[config.mk]
export PLATFORM = sky130hd
export DESIGN_NAME = timer_sampled_uart_with_rx_fifo_top
export DESIGN_NICKNAME = d
export VERILOG_FILES = /design/src/rtl/tsu_pkg.sv /design/src/rtl/tsu_tx.sv /design/src/rtl/tsu_rx.sv /design/src/rtl/tsu_fifo.sv /design/src/rtl/timer_sampled_uart_with_rx_fifo_top.sv
export SDC_FILE = /design/constraint.sdc
export NUM_CORES = 1
export LEC_CHECK = 0
export ABC_CLOCK_PERIOD_IN_PS = 8000
export BUFFER_PORTS_ARGS = -buffer_cell sky130_fd_sc_hd__buf_2
export CORE_UTILIZATION = 30
export CTS_BUF_LIST = sky130_fd_sc_hd__clkbuf_16
export CTS_CLUSTER_SIZE = 20
export DETAILED_ROUTE_END_ITERATION = 12
export PLACE_DENSITY = 0.46
export SLEW_MARGIN = 10
export SYNTH_ARGS = -nofsm -noshare
export SYNTH_HDL_FRONTEND = slang
export SYNTH_HIERARCHICAL = 1
export SYNTH_SLANG_ARGS = --single-unit
[constraint.sdc]
create_clock -name clk -period 8 [get_ports clk]
set_input_delay 0.8 -clock clk [delete_from_list [all_inputs] [get_ports clk]]
set_output_delay 0.8 -clock clk [all_outputs]
set_load 0.01 [all_outputs]
[src/rtl/tsu_pkg.sv]
// Shared types, constants and helpers for the timer sampled UART.
`default_nettype none
package tsu_pkg;

  localparam int FIFO_DEPTH = 16;
  localparam int FIFO_AW    = (FIFO_DEPTH > 1) ? $clog2(FIFO_DEPTH) : 1;
  localparam int FIFO_CW    = $clog2(FIFO_DEPTH + 1);

  localparam int TIMER_W    = 16;
  localparam int FRAME_BITS = 10;
  localparam int DATA_BITS  = 8;

  typedef enum logic [1:0] {
    OP_TICK  = 2'd0,
    OP_WRITE = 2'd1,
    OP_READ  = 2'd2
  } op_t;

  localparam logic REG_BIT_TICKS    = 1'b0;
  localparam logic REG_FIRST_SAMPLE = 1'b1;

  localparam logic [TIMER_W-1:0] BIT_TICKS_RESET    = 16'd1667;
  localparam logic [TIMER_W-1:0] FIRST_SAMPLE_RESET = 16'd2500;

  typedef struct packed {
    logic line;
    logic busy;
    logic refused;
  } tx_status_t;

  typedef struct packed {
    logic                 valid;
    logic [DATA_BITS-1:0] data;
  } rx_push_t;

  typedef struct packed {
    logic [DATA_BITS-1:0] read_data;
    logic                 read_empty;
    logic [FIFO_CW-1:0]   count;
  } fifo_status_t;

  // A zero period behaves as one tick.
  function automatic logic [TIMER_W-1:0] period_of(input logic [TIMER_W-1:0] v);
    period_of = (v == '0) ? TIMER_W'(1) : v;
  endfunction

endpackage
`default_nettype wire

[src/rtl/tsu_tx.sv]
// Transmit shifter: frame load on write, one bit out per bit period on ticks.
`default_nettype none
module tsu_tx
  import tsu_pkg::*;
(
  input  logic                 clk,
  input  logic                 rst,
  input  logic                 accept,
  input  logic [1:0]           operation,
  input  logic [DATA_BITS-1:0] tx_byte,
  input  logic [TIMER_W-1:0]   bit_ticks,
  output tx_status_t           status
);

  logic [FRAME_BITS-1:0] shift, shift_next;
  logic [3:0]            bits_left, bits_left_next;
  logic [TIMER_W-1:0]    timer, timer_next;
  logic                  level, level_next;
  logic                  refused;

  always_comb begin
    shift_next     = shift;
    bits_left_next = bits_left;
    timer_next     = timer;
    level_next     = level;
    refused        = 1'b0;
    if (accept) begin
      unique case (operation)
        OP_TICK: begin
          if (bits_left != '0) begin
            if (timer > TIMER_W'(1)) begin
              timer_next = timer - TIMER_W'(1);
            end else begin
              level_next     = shift[0];
              shift_next     = {1'b0, shift[FRAME_BITS-1:1]};
              bits_left_next = bits_left - 4'd1;
              timer_next     = period_of(bit_ticks);
            end
          end
        end
        OP_WRITE: begin
          if (bits_left != '0) begin
            refused = 1'b1;
          end else begin
            shift_next     = {1'b1, tx_byte, 1'b0};
            bits_left_next = 4'(FRAME_BITS);
            timer_next     = period_of(bit_ticks);
          end
        end
        default: begin
        end
      endcase
    end
  end

  always_ff @(posedge clk) begin
    if (rst) begin
      shift     <= '0;
      bits_left <= '0;
      timer     <= '0;
      level     <= 1'b1;
    end else begin
      shift     <= shift_next;
      bits_left <= bits_left_next;
      timer     <= timer_next;
      level     <= level_next;
    end
  end

  assign status.line    = level_next;
  assign status.busy    = (bits_left_next != '0);
  assign status.refused = refused;

endmodule
`default_nettype wire

[src/rtl/tsu_rx.sv]
// Receive sampler: start edge hunt, timed data bit sampling, byte hand-off.
`default_nettype none
module tsu_rx
  import tsu_pkg::*;
(
  input  logic               clk,
  input  logic               rst,
  input  logic               accept,
  input  logic [1:0]         operation,
  input  logic               rx_line,
  input  logic [TIMER_W-1:0] bit_ticks,
  input  logic [TIMER_W-1:0] first_sample_ticks,
  output rx_push_t           push
);

  logic                 hunting, hunting_next;
  logic                 prev_level, prev_level_next;
  logic [TIMER_W-1:0]   timer, timer_next;
  logic [DATA_BITS-1:0] shift, shift_next;
  logic [3:0]           bit_index, bit_index_next;

  always_comb begin
    hunting_next    = hunting;
    prev_level_next = prev_level;
    timer_next      = timer;
    shift_next      = shift;
    bit_index_next  = bit_index;
    push.valid      = 1'b0;
    push.data       = shift;
    if (accept && (operation == OP_TICK)) begin
      if (hunting) begin
        if (prev_level && !rx_line) begin
          hunting_next   = 1'b0;
          timer_next     = period_of(first_sample_ticks);
          bit_index_next = '0;
          shift_next     = '0;
        end
      end else if (timer > TIMER_W'(1)) begin
        timer_next = timer - TIMER_W'(1);
      end else begin
        // sample index stays below eight while receiving
        shift_next     = shift | (DATA_BITS'(rx_line) << bit_index[2:0]);
        bit_index_next = bit_index + 4'd1;
        timer_next     = period_of(bit_ticks);
        if (bit_index_next >= 4'(DATA_BITS)) begin
          hunting_next = 1'b1;
          push.valid   = 1'b1;
        end
      end
      push.data       = shift_next;
      prev_level_next = rx_line;
    end
  end

  always_ff @(posedge clk) begin
    if (rst) begin
      hunting    <= 1'b1;
      prev_level <= 1'b1;
      timer      <= '0;
      shift      <= '0;
      bit_index  <= '0;
    end else begin
      hunting    <= hunting_next;
      prev_level <= prev_level_next;
      timer      <= timer_next;
      shift      <= shift_next;
      bit_index  <= bit_index_next;
    end
  end

endmodule
`default_nettype wire

[src/rtl/tsu_fifo.sv]
// Receive FIFO: register array with head, tail and fill count.
`default_nettype none
module tsu_fifo
  import tsu_pkg::*;
(
  input  logic         clk,
  input  logic         rst,
  input  logic         accept,
  input  logic [1:0]   operation,
  input  rx_push_t     push,
  output fifo_status_t status
);

  logic [DATA_BITS-1:0] mem [FIFO_DEPTH];
  logic [FIFO_AW-1:0]   head, head_next;
  logic [FIFO_AW-1:0]   tail, tail_next;
  logic [FIFO_CW-1:0]   count, count_next;
  logic                 do_write;
  logic                 do_read;

  assign do_write = push.valid && (count < FIFO_CW'(FIFO_DEPTH));
  assign do_read  = accept && (operation == OP_READ) && (count != '0);

  always_comb begin
    head_next  = head;
    tail_next  = tail;
    count_next = count;
    if (do_write) begin
      head_next  = (head == FIFO_AW'(FIFO_DEPTH - 1)) ? '0 : head + FIFO_AW'(1);
      count_next = count + FIFO_CW'(1);
    end
    if (do_read) begin
      tail_next  = (tail == FIFO_AW'(FIFO_DEPTH - 1)) ? '0 : tail + FIFO_AW'(1);
      count_next = count - FIFO_CW'(1);
    end
  end

  always_ff @(posedge clk) begin
    if (rst) begin
      head  <= '0;
      tail  <= '0;
      count <= '0;
    end else begin
      head  <= head_next;
      tail  <= tail_next;
      count <= count_next;
    end
  end

  always_ff @(posedge clk) begin
    if (do_write) begin
      mem[head] <= push.data;
    end
  end

  assign status.read_data  = do_read ? mem[tail] : '0;
  assign status.read_empty = accept && (operation == OP_READ) && (count == '0);
  assign status.count      = count_next;

endmodule
`default_nettype wire

[src/rtl/timer_sampled_uart_with_rx_fifo_top.sv]
// UART 8N1 transceiver driven by timer ticks, with a 16-entry receive FIFO.
// Each input transfer is a timer tick, a transmit byte write or a receive
// byte read; one is accepted every clock cycle while in_stall is low and
// its result appears in the output register on the next cycle, so the
// sustained rate is one item per cycle when nothing stalls. The path is
// one pass of timer, shifter and FIFO pointer logic between the state
// registers and the output register. in_stall rises only while a result
// sits in the output register and out_stall holds it. The user is to
// write bit_ticks (address 0) and first_sample_ticks (address 4) over the
// APB port only while idle, not enforced by the block; zero acts as one.
`default_nettype none
module timer_sampled_uart_with_rx_fifo_top
  import tsu_pkg::*;
(
  input  logic                 clk,
  input  logic                 rst,
  input  logic                 psel,
  input  logic                 penable,
  input  logic                 pwrite,
  input  logic [2:0]           paddr,
  input  logic [31:0]          pwdata,
  output logic [31:0]          prdata,
  output logic                 pready,
  input  logic                 in_valid,
  output logic                 in_stall,
  input  logic [1:0]           operation,
  input  logic [DATA_BITS-1:0] tx_byte,
  input  logic                 rx_line,
  output logic                 out_valid,
  input  logic                 out_stall,
  output logic                 tx_line,
  output logic                 tx_busy,
  output logic                 write_refused,
  output logic [DATA_BITS-1:0] read_data,
  output logic                 read_empty,
  output logic [FIFO_CW-1:0]   rx_available
);

  logic [TIMER_W-1:0] bit_ticks;
  logic [TIMER_W-1:0] first_sample_ticks;
  logic               cfg_write;
  logic               accept;
  tx_status_t         tx_status;
  rx_push_t           rx_push;
  fifo_status_t       fifo_status;

  assign pready    = 1'b1;
  assign cfg_write = psel && penable && pwrite && pready;

  always_ff @(posedge clk) begin
    if (rst) begin
      bit_ticks          <= BIT_TICKS_RESET;
      first_sample_ticks <= FIRST_SAMPLE_RESET;
    end else if (cfg_write) begin
      if (paddr[2] == REG_BIT_TICKS) begin
        bit_ticks <= pwdata[TIMER_W-1:0];
      end else begin
        first_sample_ticks <= pwdata[TIMER_W-1:0];
      end
    end
  end

  always_comb begin
    if (paddr[2] == REG_FIRST_SAMPLE) begin
      prdata = {16'b0, first_sample_ticks};
    end else begin
      prdata = {16'b0, bit_ticks};
    end
  end

  assign in_stall = out_valid && out_stall;
  assign accept   = in_valid && !in_stall;

  tsu_tx u_tx (
    .clk       (clk),
    .rst       (rst),
    .accept    (accept),
    .operation (operation),
    .tx_byte   (tx_byte),
    .bit_ticks (bit_ticks),
    .status    (tx_status)
  );

  tsu_rx u_rx (
    .clk                (clk),
    .rst                (rst),
    .accept             (accept),
    .operation          (operation),
    .rx_line            (rx_line),
    .bit_ticks          (bit_ticks),
    .first_sample_ticks (first_sample_ticks),
    .push               (rx_push)
  );

  tsu_fifo u_fifo (
    .clk       (clk),
    .rst       (rst),
    .accept    (accept),
    .operation (operation),
    .push      (rx_push),
    .status    (fifo_status)
  );

  always_ff @(posedge clk) begin
    if (rst) begin
      out_valid <= 1'b0;
    end else if (accept) begin
      out_valid <= 1'b1;
    end else if (!out_stall) begin
      out_valid <= 1'b0;
    end
  end

  // hold the result until its transfer completes
  always_ff @(posedge clk) begin
    if (accept) begin
      tx_line       <= tx_status.line;
      tx_busy       <= tx_status.busy;
      write_refused <= tx_status.refused;
      read_data     <= fifo_status.read_data;
      read_empty    <= fifo_status.read_empty;
      rx_available  <= fifo_status.count;
    end
  end

`ifndef SYNTH
  a_fill_bound: assert property (@(posedge clk) disable iff (rst)
    out_valid |-> (rx_available <= FIFO_CW'(FIFO_DEPTH)))
    else $error("receive FIFO fill count above depth");

  a_refused_busy: assert property (@(posedge clk) disable iff (rst)
    (out_valid && write_refused) |-> tx_busy)
    else $error("write refused while transmitter idle");

  a_empty_read: assert property (@(posedge clk) disable iff (rst)
    (out_valid && read_empty) |-> ((read_data == '0) && (rx_available == '0)))
    else $error("empty read with data or nonzero fill");

  a_tick_flags: assert property (@(posedge clk) disable iff (rst)
    (accept && (operation == OP_TICK)) |=> (!write_refused && !read_empty))
    else $error("tick produced a write or read flag");
`endif

endmodule
`default_nettype wire

==> reports/metrics.sh <==
NUMCTSBUFFERS=30
PIN_COUNT_OF_THE_BIGGEST_NET_ENTERING_GLOBAL_ROUTING=75
SETUP_TOTAL_NEGATIVE_SLACK_NS=0
P_SEQ_SHARE_PCT=44.7
PLACEDINSTANCEAREA_SQ_MM=0.0130
SETUP.WORST_PATH.CLASS='reg2reg'
USE_MET1_PCT=20.3
SYNTH_AREA_IN_COMPOUND_GATES_PCT=11.1
SYNTH_CELL_TYPE_COUNT=90
SYNTH_FA_HA_AREA_SHARE_PCT=1.32
MOSTFREQUENTLAYOUTCELLS='145 x edfxtp_1, 111 x dfxtp_1, 88 x nor2_1'
POSTLAYOUTCELLAREA_SQ_MM=0.0140
CTS-ROOT-TO-SINK-BUFFERS=3
IR_WORST_VDD_V=0.000144
FINAL_CRITICAL_PATH_SETUP_SLACK_NS=4.10
CRITPATHLAUNCHTYPE='register'
CELL_CHOSEN_FOR_THE_CLOCK_ROOT='clkbuf_16'
DR.PASS1.ITERS=5
LAYOUT.CELLS.MOST_COMMON='edfxtp_1'
DIE_AREA_SQ_MM=0.0418
PORT_BUFFERS=69
FILLCELLCOUNT=4028
DIE-WIDTH_UM=204
INITIAL_ANTENNA_VIOLATION_COUNT=0
TIGHTESTPINTRANSITION_NS=1.17
FINAL-MAX-SLEW-VIOLATION-COUNT=0
POWER_PER_CELL_AREA_mW_PER_MM2=228
TIMING.CRITICAL_PATH.ARRIVAL_NS=4.10
CLKPWRFRAC_PCT=41.7
DP.FINAL_HPWL_UM=20000
R2R-START='u_rx/timer[2]'
SYNTHESIS.AREA_SQ_MM=0.0123
SYNTHCELLS=1027
COREAREA_SQ_MM=0.0401
OUTCOME='finished clean'
POWER_FRAC_COMB_PCT=13.6
SYNTH_SIMPLE_GATE_AREA_SHARE_PCT=14.6
DESIGN.PORTCOUNT=105
GRT_FIRST_PASS_WIRELENGTH_UM=47900
GRT_USE_TOTAL_PCT=14.7
PLACE_INST=1578
DIE_Y_UM=204
GR-TOTAL-OVERFLOW=0
SYNTH_MUX_AREA_SHARE_PCT=13.4
POWER.SHARE.SWITCHING_PCT=26.5
ROUTE.DETAILED.VIAS_PER_INST=5.11
GLOBALPLACE.CONGESTION=0.759
LAYOUT-DRIVE-GT1-SHARE_PCT=19.8
COMBINATIONAL_FAMILY_WITH_THE_MOST_AREA_AFTER_SYNTHESIS='simple AND/OR/NAND/NOR gates'
CTS_RESIZED=0
START_UTIL_PCT=30.7
FINALWIRELENGTH_UM=30900
POST-CTS-SETUP-BUFFER-COUNT=0
LEAK_PWR_nW=4.88
SYN-MEAN-INSTANCE-AREA_SQ_UM=12.0
PRE_CTS_SLACK_NS=4.05
P_INT_mW=2.35
ROUTEDWLPERCELL_UM=18.9
FIN_CRIT_SH_PCT=48.8
CLK-INSERTION-DELAY-LATE_NS=0.57
SWITCHING_POWER_mW=0.849
RSZ_0062_RAISED_AFTER_GLOBAL_ROUTING='no'
VIAS_IN_THE_FIRST_GLOBAL_ROUTE=8186
DIODES=0
GLOBAL_ROUTE.USAGE.MET2_PCT=24.4
SYNTH_XOR_AREA_SHARE_PCT=1.14
GRTUSAGEMET3_PCT=1.66
FIN_TOTAL_PWR_mW=3.20
CRITICAL_PATH.ENDPOINT_TYPE='register'
CLKTRANSATPATHREGS_NS=0.06
SYNTH-EDFF-COUNT=145
FINALHOLDVIOLCOUNT=0
CLOCK_TREE.HTREE_LEVEL_COUNT=1
MAXCLOCKFREQUENCY_MHz=256
SYNTHARSTFLOPSHARE_PCT=0
SEQ_AREA_FRAC_SYNTH_PCT=53.5
TIMING.FINAL.CRIT_PERIOD_NS=3.90
HOLD_PATH_CLASS='reg2reg'
CLOCK-SKEW-FINAL_NS=0.0250
CP_DATA_REQUIRED_TIME_NS=8.19
DRC=0
WORST_HOLD_STARTPOINT='u_tx/timer[15]'
CLOCK_SINK_COUNT=256
SETUP_VIOL=0
CTS_HOLD_REPAIR.BUFFERS=0
WORSTSETUPSTARTPOINT='u_rx/timer[2]'
DETAILEDROUTE.FIRSTITERATIONVIOLATIONS=451
YS_DOMINANT_REG_CELL='edfxtp_1'
VIAS=8346
GRT_MOST_USED_LAYER='met2'
SYNTH_WARNINGS=6
FIN_CELLS=1633
YOSYS_REGISTER_BITS=256
HOLD-WORST-SLACK_NS=0.470
SLEW_HEADROOM_PCT=21.7
PLACEMENTROWS=73
FINALCOREUTILIZATION_PCT=35.0
FINALNETCOUNT=1151
ANT_NETS=0
TRITONCTS='done'
WORSTPATHMAXFANOUT=11
LAYOUT-AREA-OVERHEAD-VS-SYNTH_PCT=14.0
DRV_CAP=0
path summary, 6_finish.rpt:
| kind | cells past startpoint | endpoint | slack [ns] |
|---|---|---|---|
| setup / recovery | 9 | u_fifo/mem[5][7] | 4.10 |
| setup reg to reg | 9 | u_fifo/mem[5][7] | 4.10 |
| hold reg to reg | 2 | u_tx/timer[15] | 0.47 |
| hold / removal | 2 | u_tx/timer[15] | 0.47 |
routing by layer:
metal,vias up,share of wire (%)
met1,4081,46
met4,0,2.3
met5,-,0
met3,47,4.0
li1,4016,-
met2,202,48
power by group through the flow:
stage / combinational [mW] / sequential (mW) / clock (mW)
6_report: 0.434 / 1.43 / 1.33
5_1_grt: 0.475 / 1.43 / 1.43
4_1_cts: 0.434 / 1.43 / 1.37
3_5_place_dp: 0.432 / 1.46 / 0
3_3_place_gp: 0.433 / 1.46 / 0
2_1_floorplan: 0.338 / 1.45 / 0
sequential cells by signal (all words and copies together) (netlist names), named ones only:
name and cells:
bit_ticks 16, first_sample_ticks 16, out_valid 1, read_data 8, read_empty 1, rx_available 5, tx_busy 1, tx_line 1
u_fifo/count 5, u_fifo/head 4, u_fifo/mem 128, u_fifo/tail 4, u_rx/bit_index 4, u_rx/hunting 1, u_rx/prev_level 1, u_rx/shift 8
u_rx/timer 16, u_tx/bits_left 4, u_tx/level 1, u_tx/shift 10, u_tx/timer 16, write_refused 1
Yosys cell counts (22+ instances only):
cell type | n | area [sq um]
nand2b_1 | 49 | 307
edfxtp_1 | 145 | 4350
nor2_1 | 88 | 330
nand3_1 | 23 | 115
mux2i_1 | 56 | 561
dfxtp_1 | 111 | 2220
inv_1 | 23 | 86.3
clkbuf_1 | 34 | 128
a21oi_1 | 55 | 275
buf_4 | 22 | 165
mux2_2 | 27 | 304
nand2_1 | 46 | 173
worst max-delay path, stage by stage (launching register included):
cell and delay, ns:
dfxtp_1 0.38, or4_4 0.61, nor4_4 0.52, nand2_1 0.44, nor3_1 0.31, buf_4 0.18
nor2b_1 0.12, buf_4 0.17, nand2_1 0.11, nor2_1 0.70
cell type report:
type                    instances  area [sq um]  area share (%)
clock buffers                  30           751            5.36
clock inverters                25           223            1.59
flip-flops and latches        256          6580            46.9
inverters                      24          90.1           0.643
multi-input cells             680          5190            37.0
well taps                     525           657            4.69
repair buffers                 93           528            3.77
logic make-up after synthesis:
| logic type | count (synthesis) |
|---|---|
| XOR/XNOR | 16 |
| adder cells (fa/ha/maj) | 13 |
| AO/OA/AOI/OAI | 192 |
| AND/OR/NAND/NOR | 326 |
| buffers and inverters | 106 |
| multiplexers | 116 |
| other | 2 |
| flip-flops | 256 |
No activity file was read; power rests on OpenSTA's default activity.
